===== src/hw/rtl/lgs_ram.sv =====
// Generic single-write, single-read RAM with registered read data.
`default_nettype none

module lgs_ram #(
   parameter int WIDTH = 8,
   parameter int DEPTH = 16
) (
   input  wire logic                     clock,
   input  wire logic                     wr_en,
   input  wire logic [$clog2(DEPTH)-1:0] wr_addr,
   input  wire logic [WIDTH-1:0]         wr_data,
   input  wire logic [$clog2(DEPTH)-1:0] rd_addr,
   output logic      [WIDTH-1:0]         rd_data
);

   logic [WIDTH-1:0] mem_ff [DEPTH];
   logic [WIDTH-1:0] rd_data_ff;

   always_ff @(posedge clock) begin
      if (wr_en) begin
         mem_ff[wr_addr] <= wr_data;
      end
      rd_data_ff <= mem_ff[rd_addr];
   end

   assign rd_data = rd_data_ff;

endmodule

`default_nettype wire


===== config.mk =====
export PLATFORM = sky130hd
export DESIGN_NAME = lgs_ram
export DESIGN_NICKNAME = d
export VERILOG_FILES = /design/src/hw/rtl/lgs_ram.sv
export SDC_FILE = /design/constraint.sdc
export NUM_CORES = 1
export LEC_CHECK = 0
export BUFFER_PORTS_ARGS = -buffer_cell sky130_fd_sc_hd__clkbuf_2
export CAP_MARGIN = 30
export CORE_UTILIZATION = 60
export DETAILED_ROUTE_END_ITERATION = 7
export PLACE_DENSITY = 0.78
export SETUP_SLACK_MARGIN = 0.5
export SYNTH_ARGS = -nofsm -noshare
export SYNTH_HDL_FRONTEND = slang
export SYNTH_SLANG_ARGS = --single-unit

===== constraint.sdc =====
create_clock -name clock -period 2 [get_ports clock]
set_clock_uncertainty 0.1 [all_clocks]
set_input_delay 0.2 -clock clock [delete_from_list [all_inputs] [get_ports clock]]
set_output_delay 0.2 -clock clock [all_outputs]
set_load 0.05 [all_outputs]

=== Yosys cells after proc, flatten, opt, wreduce, memory -nomap -nowiden ===
Memory sizes are Yosys's and may differ from the RTL's. A register that Yosys moved wholly into a read port is not among the register bits.
Index checks and enable logic that the tools add are counted.

* Bits in writable memories: 128
* Bits of input ports: 18
* Output and inout bits: 8
* Register bits after elaboration: 0
* Memories: 1
* Word-level logic and storage cells: 3

{| class="wikitable"
|+ Memories
! name !! depth !! width !! read ports !! clocked after memory_dff !! wr ports !! line !! text
|-
| mem_ff || 16 || 8 || 1 || 1 || 1 || 16 || <nowiki>logic [WIDTH-1:0] mem_ff [DEPTH];</nowiki>
|}

* Muxes and demuxes: 2

{| class="wikitable"
|+ Operator list
! kind !! count
|-
| $mux 1 || 2
|}

=== Longest topological paths before layout ===
* Depth in word-level cells: 2
* Mapped depth: 5
* Gate-level depth less buffers: 3

=== Worst setup path after synthesis ===
Ideal clock, no wire load.

* Path type: input to register
* Start: input wr_addr[2]
* End: memory mem_ff[0][0] (enable)
* Data arrival time: 1.310 ns
* Setup slack: 0.207 ns
* Setup time: 0.383 ns
* Required time: 1.517 ns
* Stages: 2
* Cell sequence: or3b_2 > nor3_1

{| class="wikitable"
|+ RTL lines
! item !! line !! text
|-
| start, declared || 10 || <nowiki>input wire logic [$clog2(DEPTH)-1:0] wr_addr,</nowiki>
|-
| end, declared || 16 ||
|}

Straight into the memory's write port.

==> flow_summary_export.csv <==
group,metric,value,unit
synthesis,synth-warning-count,0,
flow_run,cap_violations,0,
drt,drt_first_iter_violations,307,
die,die_h,94.6,um
timing,setup_viol,0,
clocking,cts_tree,"yes",
cells_and_area,seq_area,4000,sq um
clocking,clk_pin_slew,60,ps
setup_path,worst_r2r_endpoint,"rd_data[5]$_DFF_P_",
global_routing,grt_max_degree,19,
setup_path,cp-start-kind,"flip-flop",
synthesis,synth_seq_cells,136,
status,status,"finished clean",
setup_path,r2r_cells,3,
min_path,holdPathStages,1,
die,die_w,94.6,um
setup_path,crit_type,"flip-flop to flip-flop",
pwr,p_int,5.11,mW
cells_and_area,multi_input_area,1080,sq um
min_path,hold_class,"input port to flip-flop",
synthesis,syn-num-nets,247,
die,rows,33,
timing,period_minus_slack,1500,ps
placed_design,hpwl,6020,um
setup_path,r2r_slack,500,ps
cells_and_area,drive_above_1_share,0.350,
placed_design,post-place-cells,374,
timing,fmax,0.666,GHz
clocking,clk_latency,520,ps
drt,wl_per_cell,24.1,um
cells_and_area,antenna_cells,0,
drt,drtPass1Iterations,5,
global_routing,grt_pass1_wl,14600,um
pwr,p_leak,2.12,nW
drt,vias_per_cell,6.24,
cells_and_area,instances_no_fill,408,
die,io_pins,26,
die,design.die.area,8950,sq um
setup_path,cp_slowest_cell,"mux4_1",
setup_path,worst-path-max-fanout,1,
min_path,min_to,"mem_ff[4][5]$_DFFE_PP_",
synthesis,ys_types,19,
cells_and_area,filler_cell_count,476,
pwr,power_frac_clock,0.451,
pwr,irDropWorstVdd,0.598,mV
setup_path,cp-end-kind,"flip-flop",
synthesis,avgSynthCellArea,22.5,sq um
pwr,p_switching,1.42,mW
die,start_util,0.623,
timing,setup_tns,0,ps
pwr,p_comb_frac,0.058,
setup_path,timing.rr.start,"mem_ff[2][5]$_DFFE_PP_",
clocking,numCtsBuffers,17,
timing,slew_headroom,0.453,
clocking,cts_root_buf,"clkbuf_8",
setup_path,slowest_delay,510,ps
placed_design,portBuffers,25,
setup_path,crit_chain,"mux4_1 -> a22oi_1 -> nand2_1",
drt,vias,2544,
synthesis,ys_seq_area_frac,0.778,
drt,ant_nets,0,
placed_design,routabilityCongestion,0.775,
timing,finalMaxSlewViolations,0,
cells_and_area,syn_to_final_growth,19.5,%
die,core-area,8260,sq um
clocking,htree_levels,4,
global_routing,grt_use_total,0.248,
drt,drcViolationCount,0,
placed_design,dpl_cell_area,5550,sq um
setup_path,arrival,1800,ps
timing,rsz0062_at_grt,"no",
timing,tightest_slew,818,ps
pwr,pwr_density_cell,1060,nW/um^2
pwr,seq_power_share,0.492,
global_routing,gr-total-overflow,0,
global_routing,grt_pass1_vias,2588,
synthesis,syn-cell-area,5150,sq um
min_path,min-delay-start,"wr_data[5]",
cells_and_area,final_cell_area,6150,sq um
timing,hold_viol,0,
timing,period_share,0.751,
drt,finalWirelength,9830,um
cells_and_area,fin_nets,308,
setup_path,required,2300,ps
clocking,cts_num_sinks,136,
clocking,clockBufferDepth,2,
pwr,p_sw_frac,0.217,
clocking,post-cts-setup-buffers,0,
timing,timing.hold.ws,13.2,ps
global_routing,antenna_found_initial,0,
synthesis,syn-instance-count,229,
==> layout by cell type, fill, tap and decap left out, types with 2 or more instances in the layout <==
master	Yosys	routed
buf_4	1	22
nand2b_1	2	2
inv_6	0	3
buf_12	0	3
clkbuf_2	0	24
clkinv_2	0	3
a22oi_2	0	4
nand2_1	9	9
nor3_1	4	3
nand3b_1	2	2
dlygate4sd3_1	0	2
nor2_1	13	13
mux4_2	18	19
clkinv_4	0	2
edfxtp_1	128	128
dfxtp_1	8	8
a22oi_1	16	12
mux4_1	14	13
clkbuf_16	0	16
clkinvlp_4	0	4
bufinv_16	0	2
==> per-layer routing <==
metal | track usage | vias to the layer above | wire, um
li1 | - | 1096 | -
met2 | 0.401 | 133 | 5150
met3 | 0.0700 | 17 | 679
met4 | 0.101 | 0 | 134
met5 | 0 | - | 0
met1 | 0.320 | 1298 | 3870
==> worst max-delay path by stage <==
stage                                      start                endpoint  cells after the start
after global routing      mem_ff[2][5]$_DFFE_PP_      rd_data[5]$_DFF_P_                      3
after detailed placement              rd_addr[0]      rd_data[0]$_DFF_P_                      5
final                     mem_ff[2][5]$_DFFE_PP_      rd_data[5]$_DFF_P_                      3
after floorplan                       wr_addr[2]  mem_ff[3][0]$_DFFE_PP_                      2
after global placement                rd_addr[0]      rd_data[0]$_DFF_P_                      5
after CTS                 mem_ff[1][0]$_DFFE_PP_      rd_data[0]$_DFF_P_                      3
==> flip-flops by register name, indices dropped and copies added, names as in the netlist <==
| name | count |
|---|---|
| rd_data | 8 |
| mem_ff | 128 |
==> per-stage QoR <==
| step | power, mW | util | setup slack [ps] |
|---|---|---|---|
| 4_1_cts | 6.55 | 0.744 | 500 |
| 5_1_grt | 6.72 | 0.745 | 500 |
| 3_3_place_gp | 3.61 | 0.672 | 297 |
| 6_report | 6.52 | 0.745 | 499 |
| 3_5_place_dp | 3.63 | 0.672 | 204 |
| 2_1_floorplan | 3.49 | - | 434 |
==> worst max-delay path: cells and delay by family, from the launching register on <==
family          cells  cell delay (ps)
compound gates      1              270
mux                 1              510
simple gates        1              100
flops               1              400
==> cells by family after synthesis <==
logic type / count (synthesis) / share of synthesized area
flops: 136 / 0.778
simple gates: 35 / 0.0318
mux: 32 / 0.150
compound gates: 16 / 0.0233
buf+inv: 10 / 0.0168
==> cells in the mapped netlist, drive strengths merged <==
cell type / count / area share
a22oi: 16 / 0.023
and2: 1 / 0.0012
and2b: 1 / 0.0015
buf: 7 / 0.011
clkdlybuf4s25: 3 / 0.0058
dfxtp: 8 / 0.031
edfxtp: 128 / 0.75
mux4: 32 / 0.15
nand2: 9 / 0.0066
nand2b: 2 / 0.0024
nand3: 1 / 0.00097
nand3b: 2 / 0.0029
nor2: 13 / 0.0095
nor2b: 1 / 0.0012
nor3: 4 / 0.0039
or3b: 1 / 0.0017
==> power by group through the flow <==
stage / Sequential, mW / Combinational (mW) / Clock (mW)
floorplan: 3.33 / 0.162 / 0
global placement: 3.26 / 0.353 / 0
detailed placement: 3.27 / 0.363 / 0
CTS: 3.21 / 0.374 / 2.97
global route: 3.21 / 0.401 / 3.10
finish: 3.21 / 0.377 / 2.94
==> cell type report <==
type	count	area share
clock buffer	18	0.0679
clock inverter	14	0.0242
multi-input combinational	83	0.175
sequential	136	0.651
tap	105	0.0214
timing repair buffer	52	0.0606
==> repair_timing <==
item	in CTS	in global routing
resized for setup	2	4
pin swaps	1	1
setup endpoints to repair	2	4
hold buffers	2	0
endpoints found under the hold margin	16	0
No activity file was read; power rests on OpenSTA's default activity.
