==> src/hw/rtl/lgs_pkg.sv <==
// Shared widths, command codes and constants for the life grid block.
`default_nettype none

package lgs_pkg;

   localparam int CMD_W     = 2;
   localparam int COL_W     = 6;
   localparam int ROW_W     = 6;
   localparam int SIZE_W    = 7;
   localparam int CSR_IDX_W = 1;

   localparam int DEF_MAX_COLUMNS = 64;
   localparam int DEF_MAX_ROWS    = 64;

   localparam logic [CMD_W-1:0] CMD_WRITE   = 2'd0;
   localparam logic [CMD_W-1:0] CMD_ADVANCE = 2'd1;
   localparam logic [CMD_W-1:0] CMD_READ    = 2'd2;

   localparam logic [CSR_IDX_W-1:0] REG_GRID_WIDTH  = 1'd0;
   localparam logic [CSR_IDX_W-1:0] REG_GRID_HEIGHT = 1'd1;

   localparam logic [SIZE_W-1:0] SIZE_RESET = 7'd64;

   // B3/S23 neighbor counts
   localparam logic [3:0] BIRTH_COUNT   = 4'd3;
   localparam logic [3:0] SURVIVE_COUNT = 4'd2;

endpackage

`default_nettype wire

==> src/hw/rtl/lgs_row_unit.sv <==
// Next-generation rule for one grid row, from the rows above, at and below it.
`default_nettype none

module lgs_row_unit import lgs_pkg::*; #(
   parameter int MAX_COLUMNS = DEF_MAX_COLUMNS
) (
   input  wire logic [MAX_COLUMNS-1:0]         up_row,
   input  wire logic [MAX_COLUMNS-1:0]         mid_row,
   input  wire logic [MAX_COLUMNS-1:0]         down_row,
   input  wire logic [$clog2(MAX_COLUMNS+1)-1:0] width,
   output logic      [MAX_COLUMNS-1:0]         new_row
);

   localparam int CI_W = $clog2(MAX_COLUMNS);
   localparam int CW   = $clog2(MAX_COLUMNS + 1);

   logic [CI_W-1:0] last_col;
   logic            up_last;
   logic            mid_last;
   logic            down_last;

   assign last_col  = CI_W'(width - CW'(1));
   assign up_last   = up_row[last_col];
   assign mid_last  = mid_row[last_col];
   assign down_last = down_row[last_col];

   for (genvar c = 0; c < MAX_COLUMNS; c++) begin : g_col
      logic       ul, ur, ml, mr, dl, dr;
      logic [3:0] cnt;

      // left neighbor wraps to the last column in use
      if (c == 0) begin : g_left_wrap
         assign ul = up_last;
         assign ml = mid_last;
         assign dl = down_last;
      end else begin : g_left
         assign ul = up_row[c-1];
         assign ml = mid_row[c-1];
         assign dl = down_row[c-1];
      end

      if (c == MAX_COLUMNS - 1) begin : g_right_end
         assign ur = up_row[0];
         assign mr = mid_row[0];
         assign dr = down_row[0];
      end else begin : g_right
         logic wrap;
         assign wrap = (CW'(c + 1) == width);
         assign ur   = wrap ? up_row[0]   : up_row[c+1];
         assign mr   = wrap ? mid_row[0]  : mid_row[c+1];
         assign dr   = wrap ? down_row[0] : down_row[c+1];
      end

      assign cnt = 4'(ul) + 4'(up_row[c]) + 4'(ur) + 4'(ml) + 4'(mr)
                 + 4'(dl) + 4'(down_row[c]) + 4'(dr);

      // columns beyond the width in use keep their value
      assign new_row[c] = (CW'(c) < width)
                        ? ((cnt == BIRTH_COUNT) || (mid_row[c] && (cnt == SURVIVE_COUNT)))
                        : mid_row[c];
   end

endmodule

`default_nettype wire

==> config.mk <==
export PLATFORM = sky130hd
export DESIGN_NAME = lgs_row_unit
export DESIGN_NICKNAME = d
export VERILOG_FILES = /design/src/hw/rtl/lgs_pkg.sv /design/src/hw/rtl/lgs_row_unit.sv
export SDC_FILE = /design/constraint.sdc
export NUM_CORES = 1
export LEC_CHECK = 0
export BUFFER_PORTS_ARGS = -buffer_cell sky130_fd_sc_hd__clkbuf_2
export CORE_MARGIN = 5
export CORE_UTILIZATION = 30
export DETAILED_ROUTE_END_ITERATION = 6
export PLACE_DENSITY = 0.55
export SLEW_MARGIN = 20
export SYNTH_ARGS = -nofsm -noshare
export SYNTH_HDL_FRONTEND = slang
export SYNTH_SLANG_ARGS = --single-unit
==> constraint.sdc <==
create_clock -name vclk -period 4.88
set_input_delay 0.244 -clock vclk [all_inputs]
set_output_delay 0.244 -clock vclk [all_outputs]
set_load 0.005 [all_outputs]
; ---- Word-level counts from Yosys, hierarchy flattened
; Index checks and enable logic that the tools add are counted.
[totals]
reg_bits = 0
latch_bits = 0
mem_bits_rw = 0
romBits = 0
inputBits = 199
output_inout_bits = 64
wordCells = 1092
n_memories = 0
[op_classes]
add_sub_neg = 449
n_mul = 0
div_mod_pow = 0
magnitude_cmp = 65
eq_ne = 191
shifts = 0
mux = 259
bitwise_logic = 0
n_reduce_logical = 128
[op_table]
columns = operator, count
row1 = $add A4 B1 Y4, 256
row2 = $eq A4 B2 Y1 const B, 128
row3 = $add A3 B1 Y4, 64
row4 = $mux W1, 256
row5 = $eq A6 B7 Y1 const A, 32
row6 = $lt A6 B7 Y1 const A, 32
row7 = $add A2 B1 Y3, 64
row8 = $add A1 B1 Y2, 64
row9 = $eq A5 B7 Y1 const A, 16
row10 = $lt A5 B7 Y1 const A, 16
row11 = $logic_and A1 B1 Y1, 64
row12 = $logic_or A1 B1 Y1, 64
row13 = $eq A4 B7 Y1 const A, 8
row14 = $lt A4 B7 Y1 const A, 8
row15 = $eq A3 B7 Y1 const A, 4
row16 = $lt A3 B7 Y1 const A, 4
row17 = $bmux W1 S6, 3
row18 = $eq A2 B7 Y1 const A, 2
row19 = $lt A1 B7 Y1 const A, 2
row20 = $lt A2 B7 Y1 const A, 2
row21 = $eq A1 B7 Y1 const A, 1
row22 = $lt A6 B7 Y1 const B, 1
row23 = $sub A6 B1 Y6 const B, 1

; ---- Longest topological paths before layout
[depth]
ltp_word = 14
ltp_mapped = 22
mapped_depth_nobuf = 19

; ---- Worst setup path before layout
; No wires, ideal clock.
[synth_timing]
path_type = input to output
from = input port width[0]
to = output port new_row[0]
t_arrival_ns = 4.842
required_ns = 4.636
setup_slack_ns = -0.206
cell_stages = 20
n_path_buf = 4
path_cell_list = buf_6 buf_6 inv_1 ha_1 buf_2 clkbuf_1 mux4_2 a22o_1 nor4_1 nor3_1 fa_1 inv_1 fa_1 fa_1 inv_1 ha_1 fa_1 o21ai_0 nand2_1 a21oi_1
[synth_via]
elab_chain_len = 14
word_cells_on_any_way = 24
cone_classes = add/sub (8) / order compare (1) / eq/ne (3) / mux (10) / reduce/logical (2)
[synth_rtl]
columns = element, line
row1 = from (decl), lgs_row_unit.sv:10  ; input wire logic [$clog2(MAX_COLUMNS+1)-1:0] width,
row2 = $sub A6 B1 Y6, lgs_row_unit.sv:22  ; assign last_col = CI_W'(width - CW'(1));
row3 = $bmux W1 S6, lgs_row_unit.sv:23  ; assign up_last = up_row[last_col];
row4 = $mux W1 (not written as such), lgs_row_unit.sv:23
row5 = $add A1 B1 Y2, lgs_row_unit.sv:54  ; assign cnt = 4'(ul) + 4'(up_row[c]) + 4'(ur) + 4'(ml) + 4'(mr)
row6 = $add A2 B1 Y3, lgs_row_unit.sv:54
row7 = $add A3 B1 Y4, lgs_row_unit.sv:54
row8 = $add A4 B1 Y4, lgs_row_unit.sv:54
row9 = $add A4 B1 Y4 (3 in series), lgs_row_unit.sv:55  ; + 4'(dl) + 4'(down_row[c]) + 4'(dr);
row10 = $eq A4 B2 Y1, lgs_row_unit.sv:59  ; ? ((cnt == BIRTH_COUNT) || (mid_row[c] && (cnt == SURVIVE_COUNT)))
row11 = $logic_and A1 B1 Y1, lgs_row_unit.sv:59
row12 = $logic_or A1 B1 Y1, lgs_row_unit.sv:59
row13 = $mux W1 *, lgs_row_unit.sv:59
row14 = to (decl), lgs_row_unit.sv:11  ; output logic [MAX_COLUMNS-1:0] new_row
; Every way passes the cells marked *; elsewhere a longest branch is shown, timed or not. The select of a mux whose other input is x is not followed.

; ---- Worst setup path in the final report
; Ends and elaborated chain as after synthesis.

==> metrics <==
Initial Utilization 30.4%; fraction of the cycle the final worst path needs 97.8%; Startpoint Class input pin; die footprint 54300 µm²; num rows 81; largest net degree at the start of global routing 67; Max VDD drop 0.0714 mV; Slew HR 29.1%; Pre-antenna DRT Iters 5; share of post-route cells with drive strength above 1 26.7%; worst slew pin tran 1060 ps; Routed WL per cell 22.3 µm; CP arrival 4530 ps; post-synthesis cell type count 49; Synthesized Nets 2280; P per Cell Area 182 nW/µm²; status finished, final reports clean; number of fill cells 5121; Total Power 0.00328 W; Max Clock Freq 0.210 GHz; post-route cell area 18000 µm²; number of nets with antenna violations after routing 0; Ys Warns 0; fin nets 2629; Max Cap Viol 0; most frequent cells in the layout 261 x clkbuf_2, 255 x fa_1, 210 x a21oi_1; Port Buffers 263; worst hold path endpoint new_row[30]; GRT overflow 0; leading area contributor after synthesis fa_1; critical path fanouts, max 7; Hold Path Cell Cnt 4; final wirelength 59.0 mm; Final WS setup 108 ps; core area 49100 µm²; synth top area cells fa_1 34%, ha_1 16%, mux2i_1 8.5%; Setup-failing EPs final 0; drt first-iter violations 1199; Hold Vio Cnt, Final 0; Synth Area per Inst 9.15 µm²; global-route wire length before repair 89.5 mm; Hold Crit Class input pin to output port; initial antenna violation count 6; post-place instance area 17900 µm²; Crit. End Element output port; Synth top area share 34.3%; pre-CTS setup slack -295 ps; DRC 0; RSZ-0062 raised after global routing true; count of final max-slew check failures 0; fin crit period 4770 ps; CLK BUF 0; area grow syn2layout 20.9%; setup TNS 0 ps; Reg area 0 µm²; Seq/Total Area, Yosys 0%; I/O pins 263; commonest non-fill, non-tap cell in the layout clkbuf_2; Mapped Area 14900 µm²; hold_buf cts 0; min-delay src mid_row[30]; Cells after Synth 1630; Leak 8.42 nW; DP HPWL 51.4 mm; WP data required 4640 ps; die width 233 µm; vias per cell 5.34; Die Y-Extent 233 µm; total track usage 21.5%; DR vias 14100; number of global-route vias before repair 14900; sequential cell count 0; Final Wtd Congestion 0.930; type of the worst setup path input pin to output port
critical path, stage by stage:
cell	delay [ps]
buf_4	120
inv_2	50
ha_4	320
buf_8	140
buf_12	120
mux4_2	320
nand2_2	80
o2111ai_1	140
o22ai_2	200
nor3_2	70
fa_1	480
inv_1	50
fa_1	500
fa_1	520
inv_1	40
ha_2	180
fa_2	520
nand2_1	60
a21oi_2	190
buf_2	150
stage by stage:
stage               cells  hold slack [ps]  util, %
floorplan            1630              577        -
global placement     2630              890     36.4
detailed placement   2630              891     36.4
CTS                  2633              891     36.6
global route         2641              908     36.8
finish               2642              878     36.8
how the worst max path moves through the flow:
stage	end	slack (ps)	startpoint
global route	new_row[0]	-50	width[1]
CTS	new_row[0]	2	width[0]
finish	new_row[0]	110	width[0]
global placement	new_row[0]	-320	width[1]
detailed placement	new_row[0]	-290	width[0]
floorplan	new_row[0]	30	width[0]
kinds of logic (layout without fill, tap and decap cells):
family | Yosys count | in the layout | synth area share, %
AO/OA/AOI/OAI | 358 | 358 | 12.9
XOR/XNOR | 1 | 1 | 0.0587
adder cells (fa/ha/maj) | 451 | 451 | 50.7
buffers and inverters | 270 | 617 | 7.14
multiplexers | 219 | 219 | 19.1
other | 0 | 1 | 0
AND/OR/NAND/NOR | 331 | 331 | 10.1
cells in the mapped netlist, types with 11 or more instances:
master      n
nand3_1    77
mux2i_1   127
buf_2      11
nor3_1     14
ha_1      195
nand2_1   130
a21oi_1   211
mux2_2     44
fa_1      256
inv_1     210
clkbuf_1   38
mux4_2     48
o21ai_0   103
nor2b_1    15
nor2_1     60
power breakdown:
group	total, W	internal [W]	switching [W]
clock	0.0000000000274	0.0000000000274	0
combinational	0.00328	0.00146	0.00183
sequential	0	0	0
area by class of cell:
class              count  area (µm²)  area share [%]
multi-input cells   1360       13900            77.2
repair buffers       407        2480            13.8
well taps            664         831            4.61
inverters            210         788            4.37
diodes                 1        2.50          0.0139
what timing repair did:
action	CTS	global route
endpoints found under the setup margin	1	1
resized for setup	10	13
endpoints found under the hold margin	0	0
gates cloned	0	0
pin swaps	8	10
setup buffers	3	8
routing by layer:
layer | share of wire [%] | global-route usage [%]
met5 | 0.13 | 0
met4 | 4.3 | 7.35
met3 | 7.6 | 4.60
met2 | 47 | 35.6
met1 | 41 | 27.8
No activity file was read; power rests on OpenSTA's default activity.
